--- config.mk ---
export PLATFORM = sky130hd
export DESIGN_NAME = strongly_connected_components
export DESIGN_NICKNAME = d
export VERILOG_FILES = /design/src/sv/scc_pkg.sv /design/src/sv/scc_ram.sv /design/src/sv/strongly_connected_components.sv
export SDC_FILE = /design/constraint.sdc
export NUM_CORES = 2
export LEC_CHECK = 0
export BUFFER_PORTS_ARGS = -buffer_cell sky130_fd_sc_hd__buf_2
export CAP_MARGIN = 10
export CORE_MARGIN = 5
export CORE_UTILIZATION = 35
export CTS_CLUSTER_DIAMETER = 60
export DETAILED_ROUTE_END_ITERATION = 8
export SYNTH_ARGS = -nofsm -noshare
export SYNTH_HDL_FRONTEND = slang
export SYNTH_SLANG_ARGS = --single-unit
--- constraint.sdc ---
create_clock -name clk -period 7 [get_ports clk]
set_input_delay 1.05 -clock clk [delete_from_list [all_inputs] [get_ports clk]]
set_output_delay 1.05 -clock clk [all_outputs]
set_load 0.01 [all_outputs]
--- src/sv/scc_pkg.sv ---
`timescale 1ns / 1ps
`default_nettype none
// Shared codes and word layout for the strongly connected components block.
// No dependencies; imported by the top level.
package scc_pkg;

	// Request kinds carried on the input tuser.
	localparam logic [1:0] KIND_NEW    = 2'd0;
	localparam logic [1:0] KIND_ADD    = 2'd1;
	localparam logic [1:0] KIND_REMOVE = 2'd2;
	localparam logic [1:0] KIND_FIND   = 2'd3;

	// Result status codes carried on the output tuser.
	localparam logic [1:0] ST_OK        = 2'd0;
	localparam logic [1:0] ST_NO_GRAPH  = 2'd1;
	localparam logic [1:0] ST_BAD_RANGE = 2'd2;

	// Packed word widths.
	localparam int IN_DATA_W  = 24;
	localparam int OUT_DATA_W = 24;

endpackage

`default_nettype wire

--- src/sv/scc_ram.sv ---
`timescale 1ns / 1ps
`default_nettype none
// Generic single-write, single-read RAM with registered read data.
// No dependencies; used for every memory of the block.
module scc_ram #(
	parameter int WIDTH = 8,
	parameter int DEPTH = 32,
	localparam int AW = $clog2(DEPTH)
) (
	input  wire logic             clk,
	input  wire logic             we,
	input  wire logic [AW-1:0]    waddr,
	input  wire logic [WIDTH-1:0] wdata,
	input  wire logic [AW-1:0]    raddr,
	output logic      [WIDTH-1:0] rdata
);

	logic [WIDTH-1:0] mem [DEPTH];

	// One write and one registered read per cycle.
	always_ff @(posedge clk) begin
		if (we) begin
			mem[waddr] <= wdata;
		end
		rdata <= mem[raddr];
	end

endmodule

`default_nettype wire

--- src/sv/strongly_connected_components.sv ---
`timescale 1ns / 1ps
`default_nettype none
// Strongly connected components of a small directed graph (Kosaraju search).
// The slave channel takes one request word: tuser holds the kind, tdata holds
// from_vertex, to_vertex and vertex_count. The master channel returns result
// words: tuser holds the status, tlast marks the final word of a request.
// A new graph sweeps all MAX_VERTICES adjacency rows, one per cycle. An edge
// edit is a read-modify-write of one row. A search probes one candidate
// neighbour at a time, in a scan state and a check state, through the single
// adjacency RAM read port, in both the forward and the transposed pass, and
// then returns N result words for N vertices.
// The block takes one request at a time; tready is low from acceptance until
// the last result word has left the output register.
// A stalled receiver simply holds the output register and the sequencer.
// Reset clears the graph-present flag, the control state and the output
// valid; adjacency contents are undefined until a new graph is started.
module strongly_connected_components
	import scc_pkg::*;
#(
	parameter int MAX_VERTICES = 32
) (
	input  wire logic                  clk,
	input  wire logic                  arst_n,
	input  wire logic                  s_tvalid,
	output logic                       s_tready,
	// from_vertex[5:0], to_vertex[11:6], vertex_count[17:12], zero fill
	input  wire logic [IN_DATA_W-1:0]  s_tdata,
	// kind[1:0]
	input  wire logic [1:0]            s_tuser,
	output logic                       m_tvalid,
	input  wire logic                  m_tready,
	// vertex[5:0], component[11:6], component_total[17:12],
	// last_in_component[18], zero fill
	output logic [OUT_DATA_W-1:0]      m_tdata,
	// status[1:0]
	output logic [1:0]                 m_tuser,
	output logic                       m_tlast
);

	localparam int IW = $clog2(MAX_VERTICES);
	localparam int PW = $clog2(MAX_VERTICES + 1);
	localparam logic [6:0] MAX_C = 7'(MAX_VERTICES);

	// Sequencer states.
	localparam logic [3:0] S_IDLE     = 4'd0;
	localparam logic [3:0] S_CLR      = 4'd1;
	localparam logic [3:0] S_EDGE_RD  = 4'd2;
	localparam logic [3:0] S_EDGE_WR  = 4'd3;
	localparam logic [3:0] S_P1_START = 4'd4;
	localparam logic [3:0] S_SCAN     = 4'd5;
	localparam logic [3:0] S_CHECK    = 4'd6;
	localparam logic [3:0] S_FINISH   = 4'd7;
	localparam logic [3:0] S_POP      = 4'd8;
	localparam logic [3:0] S_P2_INIT  = 4'd9;
	localparam logic [3:0] S_P2_NEXT  = 4'd10;
	localparam logic [3:0] S_P2_GET   = 4'd11;
	localparam logic [3:0] S_EM_RD    = 4'd12;
	localparam logic [3:0] S_EM_LD    = 4'd13;
	localparam logic [3:0] S_EM_WAIT  = 4'd14;

	logic [3:0]              st_q;
	logic [PW-1:0]           n_q;
	logic                    present_q;
	logic [MAX_VERTICES-1:0] visited_q;
	logic [PW-1:0]           s_q;
	logic [IW-1:0]           cur_v_q;
	logic [PW-1:0]           cur_p_q;
	logic [PW-1:0]           sp_q;
	logic [PW-1:0]           fd_q;
	logic [PW-1:0]           comps_q;
	logic [PW-1:0]           k_q;
	logic [PW-1:0]           e_q;
	logic [IW-1:0]           last_v_q;
	logic                    pass2_q;
	logic [IW-1:0]           clr_q;
	logic [1:0]              kind_q;
	logic [5:0]              f_q;
	logic [5:0]              t_q;

	logic                    out_valid_q;
	logic [1:0]              out_status_q;
	logic [5:0]              out_vertex_q;
	logic [5:0]              out_comp_q;
	logic [5:0]              out_total_q;
	logic                    out_lic_q;
	logic                    out_last_q;

	// Input word fields.
	logic [1:0] in_kind;
	logic [5:0] in_from;
	logic [5:0] in_to;
	logic [5:0] in_count;
	assign in_kind  = s_tuser;
	assign in_from  = s_tdata[5:0];
	assign in_to    = s_tdata[11:6];
	assign in_count = s_tdata[17:12];

	// Memory ports.
	logic                    adj_we;
	logic [IW-1:0]           adj_waddr;
	logic [MAX_VERTICES-1:0] adj_wdata;
	logic [IW-1:0]           adj_raddr;
	logic [MAX_VERTICES-1:0] adj_rdata;
	logic                    stk_we;
	logic [IW+PW-1:0]        stk_wdata;
	logic [IW+PW-1:0]        stk_rdata;
	logic                    fin_we;
	logic [IW-1:0]           fin_rdata;
	logic                    res_we;
	logic [IW-1:0]           res_waddr;
	logic [IW+PW:0]          res_wdata;
	logic [IW+PW:0]          res_rdata;

	logic [5:0]    f_m1;
	logic [5:0]    t_m1;
	logic [IW-1:0] p_idx;
	logic [PW-1:0] sp_m1;
	logic [PW-1:0] fd_m1;
	logic [PW-1:0] k_m1;
	logic          probe_hit;
	logic          accept;

	assign f_m1  = f_q - 6'd1;
	assign t_m1  = t_q - 6'd1;
	assign p_idx = cur_p_q[IW-1:0];
	assign sp_m1 = sp_q - PW'(1);
	assign fd_m1 = fd_q - PW'(1);
	assign k_m1  = k_q - PW'(1);
	assign probe_hit = (pass2_q ? adj_rdata[cur_v_q] : adj_rdata[p_idx]) && !visited_q[p_idx];

	assign s_tready = (st_q == S_IDLE) && !out_valid_q;
	assign accept   = s_tvalid && s_tready;

	// Memory addressing and write data for the current sequencer step.
	always_comb begin
		adj_we    = 1'b0;
		adj_waddr = clr_q;
		adj_wdata = '0;
		stk_we    = 1'b0;
		stk_wdata = {cur_v_q, cur_p_q + PW'(1)};
		fin_we    = 1'b0;
		res_we    = 1'b0;
		res_waddr = k_q[IW-1:0];
		res_wdata = {p_idx, comps_q, 1'b0};
		adj_raddr = pass2_q ? p_idx : cur_v_q;
		if (st_q == S_EDGE_RD || st_q == S_EDGE_WR) begin
			adj_raddr = f_m1[IW-1:0];
		end
		unique case (st_q)
			S_CLR: begin
				adj_we = 1'b1;
			end
			S_EDGE_WR: begin
				adj_we    = 1'b1;
				adj_waddr = f_m1[IW-1:0];
				if (kind_q == KIND_ADD) begin
					adj_wdata = adj_rdata | (MAX_VERTICES'(1) << t_m1[IW-1:0]);
				end else begin
					adj_wdata = adj_rdata & ~(MAX_VERTICES'(1) << t_m1[IW-1:0]);
				end
			end
			S_CHECK: begin
				if (cur_p_q != n_q && probe_hit) begin
					stk_we = 1'b1;
					res_we = pass2_q;
				end
			end
			S_FINISH: begin
				fin_we = !pass2_q;
				if (pass2_q && sp_q == '0) begin
					res_we    = 1'b1;
					res_waddr = k_m1[IW-1:0];
					res_wdata = {last_v_q, comps_q, 1'b1};
				end
			end
			S_P2_GET: begin
				if (!visited_q[fin_rdata]) begin
					res_we    = 1'b1;
					res_wdata = {fin_rdata, comps_q + PW'(1), 1'b0};
				end
			end
			default: begin
			end
		endcase
	end

	// Sequencer for graph clears, edge edits, the two depth-first passes and result output.
	always_ff @(posedge clk or negedge arst_n) begin
		if (!arst_n) begin
			st_q        <= S_IDLE;
			n_q         <= '0;
			present_q   <= 1'b0;
			visited_q   <= '0;
			s_q         <= '0;
			cur_v_q     <= '0;
			cur_p_q     <= '0;
			sp_q        <= '0;
			fd_q        <= '0;
			comps_q     <= '0;
			k_q         <= '0;
			e_q         <= '0;
			pass2_q     <= 1'b0;
			clr_q       <= '0;
			out_valid_q <= 1'b0;
		end else begin
			if (out_valid_q && m_tready) begin
				out_valid_q <= 1'b0;
			end
			unique case (st_q)
				S_IDLE: begin
					if (accept) begin
						kind_q       <= in_kind;
						f_q          <= in_from;
						t_q          <= in_to;
						out_status_q <= ST_OK;
						out_vertex_q <= '0;
						out_comp_q   <= '0;
						out_total_q  <= '0;
						out_lic_q    <= 1'b0;
						out_last_q   <= 1'b1;
						if (in_kind == KIND_NEW) begin
							if (in_count == 6'd0 || 7'(in_count) > MAX_C) begin
								out_status_q <= ST_BAD_RANGE;
								out_valid_q  <= 1'b1;
							end else begin
								n_q       <= PW'(in_count);
								present_q <= 1'b1;
								clr_q     <= '0;
								st_q      <= S_CLR;
							end
						end else if (!present_q) begin
							out_status_q <= ST_NO_GRAPH;
							out_valid_q  <= 1'b1;
						end else if (in_kind == KIND_FIND) begin
							visited_q <= '0;
							fd_q      <= '0;
							s_q       <= '0;
							pass2_q   <= 1'b0;
							st_q      <= S_P1_START;
						end else if (in_from == 6'd0 || 7'(in_from) > 7'(n_q) ||
						             in_to == 6'd0 || 7'(in_to) > 7'(n_q)) begin
							out_status_q <= ST_BAD_RANGE;
							out_valid_q  <= 1'b1;
						end else begin
							st_q <= S_EDGE_RD;
						end
					end
				end
				S_CLR: begin
					clr_q <= clr_q + IW'(1);
					if (32'(clr_q) == MAX_VERTICES - 1) begin
						out_valid_q <= 1'b1;
						st_q        <= S_IDLE;
					end
				end
				S_EDGE_RD: begin
					st_q <= S_EDGE_WR;
				end
				S_EDGE_WR: begin
					out_valid_q <= 1'b1;
					st_q        <= S_IDLE;
				end
				S_P1_START: begin
					if (s_q == n_q) begin
						st_q <= S_P2_INIT;
					end else if (visited_q[s_q[IW-1:0]]) begin
						s_q <= s_q + PW'(1);
					end else begin
						cur_v_q                <= s_q[IW-1:0];
						cur_p_q                <= '0;
						sp_q                   <= '0;
						visited_q[s_q[IW-1:0]] <= 1'b1;
						st_q                   <= S_SCAN;
					end
				end
				S_SCAN: begin
					if (cur_p_q == n_q) begin
						st_q <= S_FINISH;
					end else begin
						st_q <= S_CHECK;
					end
				end
				S_CHECK: begin
					if (probe_hit) begin
						sp_q             <= sp_q + PW'(1);
						cur_v_q          <= p_idx;
						cur_p_q          <= '0;
						visited_q[p_idx] <= 1'b1;
						if (pass2_q) begin
							k_q      <= k_q + PW'(1);
							last_v_q <= p_idx;
						end
					end else begin
						cur_p_q <= cur_p_q + PW'(1);
					end
					st_q <= S_SCAN;
				end
				S_FINISH: begin
					if (!pass2_q) begin
						fd_q <= fd_q + PW'(1);
					end
					if (sp_q == '0) begin
						if (pass2_q) begin
							st_q <= S_P2_NEXT;
						end else begin
							s_q  <= s_q + PW'(1);
							st_q <= S_P1_START;
						end
					end else begin
						sp_q <= sp_m1;
						st_q <= S_POP;
					end
				end
				S_POP: begin
					cur_v_q <= stk_rdata[IW+PW-1:PW];
					cur_p_q <= stk_rdata[PW-1:0];
					st_q    <= S_SCAN;
				end
				S_P2_INIT: begin
					visited_q <= '0;
					pass2_q   <= 1'b1;
					comps_q   <= '0;
					k_q       <= '0;
					st_q      <= S_P2_NEXT;
				end
				S_P2_NEXT: begin
					if (fd_q == '0) begin
						e_q  <= '0;
						st_q <= S_EM_RD;
					end else begin
						fd_q <= fd_m1;
						st_q <= S_P2_GET;
					end
				end
				S_P2_GET: begin
					if (visited_q[fin_rdata]) begin
						st_q <= S_P2_NEXT;
					end else begin
						comps_q              <= comps_q + PW'(1);
						cur_v_q              <= fin_rdata;
						cur_p_q              <= '0;
						sp_q                 <= '0;
						visited_q[fin_rdata] <= 1'b1;
						k_q                  <= k_q + PW'(1);
						last_v_q             <= fin_rdata;
						st_q                 <= S_SCAN;
					end
				end
				S_EM_RD: begin
					st_q <= S_EM_LD;
				end
				S_EM_LD: begin
					out_status_q <= ST_OK;
					out_vertex_q <= 6'(7'(res_rdata[IW+PW:PW+1]) + 7'd1);
					out_comp_q   <= 6'(res_rdata[PW:1]);
					out_total_q  <= 6'(comps_q);
					out_lic_q    <= res_rdata[0];
					out_last_q   <= (e_q == k_m1);
					out_valid_q  <= 1'b1;
					e_q          <= e_q + PW'(1);
					st_q         <= S_EM_WAIT;
				end
				S_EM_WAIT: begin
					if (!out_valid_q) begin
						if (e_q == k_q) begin
							st_q <= S_IDLE;
						end else begin
							st_q <= S_EM_RD;
						end
					end
				end
				default: begin
					st_q <= S_IDLE;
				end
			endcase
		end
	end

	// Adjacency rows: bit j of row i marks an edge from vertex i to vertex j.
	scc_ram #(.WIDTH(MAX_VERTICES), .DEPTH(MAX_VERTICES)) u_adj (
		.clk   (clk),
		.we    (adj_we),
		.waddr (adj_waddr),
		.wdata (adj_wdata),
		.raddr (adj_raddr),
		.rdata (adj_rdata)
	);

	// Walk stack of suspended vertices with their resume scan position.
	scc_ram #(.WIDTH(IW + PW), .DEPTH(MAX_VERTICES)) u_stk (
		.clk   (clk),
		.we    (stk_we),
		.waddr (sp_q[IW-1:0]),
		.wdata (stk_wdata),
		.raddr (sp_m1[IW-1:0]),
		.rdata (stk_rdata)
	);

	// Finish order of the forward pass.
	scc_ram #(.WIDTH(IW), .DEPTH(MAX_VERTICES)) u_fin (
		.clk   (clk),
		.we    (fin_we),
		.waddr (fd_q[IW-1:0]),
		.wdata (cur_v_q),
		.raddr (fd_m1[IW-1:0]),
		.rdata (fin_rdata)
	);

	// Result list: vertex, component number and last-in-component flag.
	scc_ram #(.WIDTH(IW + PW + 1), .DEPTH(MAX_VERTICES)) u_res (
		.clk   (clk),
		.we    (res_we),
		.waddr (res_waddr),
		.wdata (res_wdata),
		.raddr (e_q[IW-1:0]),
		.rdata (res_rdata)
	);

	// Output word packing.
	assign m_tvalid = out_valid_q;
	assign m_tuser  = out_status_q;
	assign m_tlast  = out_last_q;
	assign m_tdata  = {5'd0, out_lic_q, out_total_q, out_comp_q, out_vertex_q};

endmodule

`default_nettype wire

* After elaboration in Yosys (flattened, before gate mapping)
Memories as Yosys holds them, arrays and structs flattened. A register that Yosys moved wholly into a read port is not among the register bits. Index checks and enable logic that the tools add are counted.
Storage, ports and cells: memories kept 4, latch bits 0, RAM bits 1920, bits in read-only memories 0, register bits after elaboration 136, bits of input ports 30
Operators by class: $lt $le $gt $ge 10, bitwise operators 7, reduce and logical (&&, ||, !) cells 55, eq/ne operators 45, shift-type cells 1, div/mod/pow operators 0, multiply operators 0, $add $sub $neg 14, mux-type cells 138
Memories:
- u_adj.mem | words 32, bits a word 32, read ports 1, clocked after Yosys merged registers in 1, write ports 1, RTL line scc_ram.sv:18 | logic [WIDTH-1:0] mem [DEPTH];
- u_res.mem | words 32, bits a word 12, read ports 1, clocked after Yosys merged registers in 1, write ports 1, RTL line scc_ram.sv:18
- u_stk.mem | words 32, bits a word 11, read ports 1, clocked after Yosys merged registers in 1, write ports 1, RTL line scc_ram.sv:18
- u_fin.mem | words 32, bits a word 5, read ports 1, clocked after Yosys merged registers in 1, write ports 1, RTL line scc_ram.sv:18
Operators by type and width (number):
- 32-bit two-way mux | 10
- 32-bit one-hot mux with 5 select lines | 1
- 6-bit two-way mux | 22
- 32-bit bitwise OR | 4
- 5-bit two-way mux | 14
- 6-bit one-hot mux with 2 select lines | 5
- 4-bit two-way mux | 14
- 6-bit one-hot mux with 3 select lines | 3
- 4-bit one-hot mux with 13 select lines | 1
- 6-bit one-hot mux with 4 select lines | 2
- 6-bit by 1-bit adder with 6-bit output (second input constant) | 7
- 1-bit two-way mux | 39
- 2-bit != test (second input constant) | 17
- 32-bit AND | 1
- 32-bit NOT | 1
- 1-bit by 5-bit left shift with 32-bit output (first input constant) | 1
- 6-bit logical NOT | 5
- 4-bit == test (second input constant) | 7
- 1-bit binary-select mux with 5-bit select | 5
- 6-bit == test | 4
- 5-bit by 6-bit < comparator with 1-bit output (second input constant) | 4
- 12-bit two-way mux | 2
- 12-bit one-hot mux with 2 select lines | 1
- 5-bit one-hot mux with 2 select lines | 2
- 43 further kinds | 98

* Longest topological paths before layout
depth after elaboration 10, mapped depth 13, gate-level depth less buffers 10

* Modules after synthesis
From an unflattened synthesis, not the netlist that was laid out.
Second synthesis, totals: cells, all modules 5446, area, all modules 87321.2 um2
Modules (own cells, without submodules):
- scc_ram (u_adj) | area each 40491.3 um2, cells each 2260, sequential area each 31390.1 um2, instances 1
- scc_ram (u_res) | area each 15468.6 um2, cells each 868, sequential area each 11771.3 um2, instances 1
- scc_ram (u_stk) | area each 14199.9 um2, cells each 801, sequential area each 10790.3 um2, instances 1
- strongly_connected_components | area each 10816.6 um2, cells each 1240, sequential area each 3598.5 um2, instances 1
- scc_ram (u_fin) | area each 6344.8 um2, cells each 277, sequential area each 4904.7 um2, instances 1

* Least setup slack after synthesis
No wires, ideal clock.
path type reg2reg, start point register sp_q[0], end point memory u_res.mem[0][9] in the netlist's numbering (data pin), stages on the path, launching flop included 11, buffers on the path 3, library setup time 615 ps, path slack 1984 ps, arrival 4401 ps, required time 6385 ps, clock period less this slack 5016 ps, path through dfrtp_1 -> clkbuf_1 -> buf_1 -> inv_1 -> ha_1 -> nand2b_1 -> nor2_1 -> nand3_1 -> inv_1 -> clkbuf_1 -> o311ai_0
Between the ends: longest elaborated chain between the ends 4
RTL lines:
- start, declared | RTL line strongly_connected_components.sv:68 | logic [PW-1:0] sp_q;
- start signal, assigned | RTL line strongly_connected_components.sv:285 | sp_q <= sp_q + PW'(1);
- start signal, assigned | RTL line strongly_connected_components.sv:310 | sp_q <= sp_m1;
- 6-bit logical NOT | RTL line strongly_connected_components.sv:170 | if (pass2_q && sp_q == '0) begin
- 1-bit logical AND | RTL line strongly_connected_components.sv:170
- 12-bit two-way mux | RTL line strongly_connected_components.sv:170
- 12-bit one-hot mux with 2 select lines | RTL line strongly_connected_components.sv:149 | unique case (st_q)
- via res_wdata[9] | RTL line strongly_connected_components.sv:111 | logic [IW+PW:0] res_wdata;
- end, declared | RTL line scc_ram.sv:18
The timed path passes the listed nets, and every way through them passes these cells.

* Worst setup path after layout
start point register cur_p_q[2], end point memory u_res.mem[7][8] in the netlist's numbering (enable)
Between the ends: longest elaborated chain between the ends 9, elaborated cells between the ends (all ways) 13
RTL lines:
- start, declared | RTL line strongly_connected_components.sv:67 | logic [PW-1:0] cur_p_q;
- start signal, assigned | RTL line strongly_connected_components.sv:294 | cur_p_q <= cur_p_q + PW'(1);
- start signal, assigned | RTL line strongly_connected_components.sv:316 | cur_p_q <= stk_rdata[PW-1:0];
- 1-bit binary-select mux with 5-bit select | RTL line strongly_connected_components.sv:129 | assign probe_hit = (pass2_q ? adj_rdata[cur_v_q] : adj_rdata[p_idx]) && !visited_q[p_idx];
- 1-bit two-way mux (not written as such) | RTL line strongly_connected_components.sv:129
- 1-bit two-way mux or 1-bit logical NOT (tied branches) | RTL line strongly_connected_components.sv:129
- 1-bit logical AND | RTL line strongly_connected_components.sv:129
- 1-bit logical AND * | RTL line strongly_connected_components.sv:163 | if (cur_p_q != n_q && probe_hit) begin
- 1-bit two-way mux * | RTL line strongly_connected_components.sv:163
- 1-bit one-hot mux with 3 select lines * | RTL line strongly_connected_components.sv:149
- 1-bit two-way mux * | RTL line scc_ram.sv:22 | if (we) begin
- 1-bit two-way mux (not written as such) * | RTL line scc_ram.sv:23 | mem[waddr] <= wdata;
Every way passes the cells marked *; elsewhere a longest branch is shown, timed or not. The select of a mux whose other input is x is not followed.

==> results.cfg <==
[logic_synthesis]
synth_area_leader_cell = edfxtp_1
yosysWarnings = 0
synth-edff-count = 1959
yosys-top-cells-count = 1959 x edfxtp_1, 553 x mux4_2, 258 x mux2i_1
mappedNetlistArea_um2 = 86000
ys_ff_latch = 2116
synthFlopType = edfxtp_1
synth.avg_cell_area_um2 = 19.6
yosysMostFrequentCell = edfxtp_1
synthCells = 4382
ys_top_cells_by_area = edfxtp_1 68%, mux4_2 14%, mux2i_1 3.0%
synth_top_cell_area_share_pct = 68.4
synthArstFlopShare_pct = 4.58
yosysSeqAreaShare_pct = 72.7
yosysUniqueCellTypes = 78

[floorplanning]
fp.coreArea_um2 = 245000
die_x_um = 506
start_util_pct = 35.0
die_area_um2 = 256000
ios = 59
row_count = 182
die_h_um = 506

[global_routing]
met2_usage_pct = 25.9
antenna_found_initial = 21
grt_overflow = 0
grt.busiest_layer = met2
grtUsageMet3_pct = 2.76
grt_use_total_pct = 16.1
grt_pass1_wl_um = 306000
grt_max_degree = 135
grt_pass1_vias = 43548
grtUsageMet1_pct = 22.4

[cts]
cts_buffer_depth = 3
cts_hold_buf = 0
post_cts_buffers = 0
tritoncts = done
cts_root_buffer = clkbuf_16
path_clk_slew_ns = 0.06
insertion_delay_ns = 0.86
cts_resized = 0
clkSinkCount = 2116
cts_htree_levels = 4
numCtsBuffers = 211

[outcome]
status = completed

[routing]
drc = 0
dr.first_iter.drc_count = 4252
first_pass_iters = 6
num_vias = 42991
via_per_inst = 5.41
drt_wl_total_um = 208000
routedWlPerCell_um = 26.2
ant_nets = 0

[timing]
slew_viol_final = 0
setup_violations = 0
max_freq_mhz = 194
rsz0062_at_grt = no
min_period_ns = 5.16
worst_pin_slew_ns = 1.21
relSlewSlack_pct = 18.4
skew_ns = 0.0418
fin_crit_sh_pct = 73.7
hold_viol = 0
tns_ns = 0

[place]
port_buffers = 47
hpwl_um = 121000
gp_congestion = 0.862

[critical_path]
cp_data_required_time_ns = 7.46
crit_type = register to register
endpoint_kind = register
start_kind = register
worstPathArrival_ns = 5.62
path_max_fanout = 32

[final_layout]
drive_above_1_share_pct = 27.3
syn2layout_area_growth_pct = 14.1
fin_nets = 4600

[worst_hold_path]
hp-class = input port to asynchronous set/reset pin

[pwr]
power_density_nw_per_um2 = 320
power_uw = 31400
p_leak_uw = 0.0315
ir_drop_v = 0.000392

[flow_run]
drv_cap = 0
[report_power, final]
part / total (µW) / internal (µW) / leakage (µW) / switching [µW]
clock network: 10900 / 6130 / 0.00332 / 4820
registers: 14800 / 14300 / 0.0209 / 512
logic: 5630 / 2360 / 0.00734 / 3260
[cells in the final DEF (no fill, tap or decap), drive strengths merged, types with 17 or more instances in the layout]
cell type | netlist | final
a221oi | 35 | 35
clkinv | 1 | 79
nand3 | 52 | 52
buf | 110 | 193
o21a | 38 | 38
nand2 | 158 | 158
and3 | 19 | 19
o21ai | 73 | 73
nor2 | 198 | 198
nor3 | 71 | 71
clkbuf | 153 | 296
inv | 32 | 48
mux2 | 82 | 82
mux4 | 553 | 553
dfrtp | 97 | 97
xnor2 | 24 | 24
nand2b | 17 | 17
xor2 | 29 | 29
ha | 40 | 40
edfxtp | 1959 | 1959
dfxtp | 60 | 60
a22oi | 18 | 18
and2 | 24 | 24
a21oi | 83 | 83
mux2i | 258 | 258
[per-layer routing]
metal,up-vias,wire length (µm)
li1,18297,-
met1,22851,88700
met2,1489,101000
met3,350,12500
met4,4,5800
met5,-,23
[cells by family (layout without fill, tap and decap cells)]
| kind of cell | count (synthesis) | count (layout) | synth area share [%] |
|---|---|---|---|
| buffers and inverters | 296 | 625 | 1.39 |
| other | 1 | 17 | 0.00436 |
| and+or+nand+nor | 636 | 636 | 3.54 |
| adders and majority gates | 40 | 40 | 0.582 |
| muxes | 893 | 893 | 18.6 |
| DFF | 2116 | 2116 | 72.7 |
| xor gates and xnor gates | 53 | 53 | 0.540 |
| AOI/OAI and AO/OA | 347 | 347 | 2.71 |
[path summary, 6_finish.rpt]
kind,startpoint,endpoint,slack (ns),depth (start not counted)
setup reg to reg,cur_p_q[2]$_DFFE_PN0P_,u_res.mem[7][8]$_DFFE_PP_,1.84,8
max in group asynchronous,arst_n,sp_q[0]$_DFFE_PN0P_,5.47,2
hold / removal,arst_n,comps_q[5]$_DFFE_PN0P_,0.19,1
hold reg to reg,u_stk.rdata[0]$_DFF_P_,cur_p_q[0]$_DFFE_PN0P_,0.48,1
min in group clk,s_tdata[0],f_q[0]$_DFFE_PP_,0.43,1
setup / recovery,cur_p_q[2]$_DFFE_PN0P_,u_res.mem[7][8]$_DFFE_PP_,1.84,8
[stage by stage]
stage,hold WS (ns),area [µm²],worst slack (ns),std cells,util [%]
5_1_grt,0.183,98100,1.69,7944,40.0
4_1_cts,0.147,97700,1.92,7911,39.9
6_report,0.185,98100,1.84,7947,40.0
2_1_floorplan,0.421,86000,1.98,4386,-
3_3_place_gp,0.467,91000,2.01,7512,37.1
3_5_place_dp,0.459,91000,1.91,7513,37.1
[registers in the layout (all words and copies together), names as in the netlist, 11 cells and up]
name / flops
u_adj.mem: 1024
u_adj.rdata: 32
u_fin.mem: 160
u_res.mem: 384
u_res.rdata: 12
u_stk.mem: 352
u_stk.rdata: 11
visited_q: 32
[critical path, stage by stage, from the launching register on]
cell	delay [ns]
dfrtp_1	0.94
inv_1	0.34
nor3_1	0.99
a22oi_1	0.21
nand4_1	0.29
and3_1	0.46
a311oi_4	0.14
buf_4	0.33
nor3_2	1.02
[layout make-up]
cell class / instances / area (µm²)
Clock inverter: 103 / 852
Sequential cell: 2116 / 62500
Fill cell: 21578 / 147000
Antenna cell: 12 / 30.0
Clock buffer: 295 / 5890
Timing Repair Buffer: 194 / 1620
Inverter: 33 / 124
Multi-Input combinational cell: 1974 / 23100
Tap cell: 3220 / 4030
Note: power is estimated with default switching activity, not from simulation.
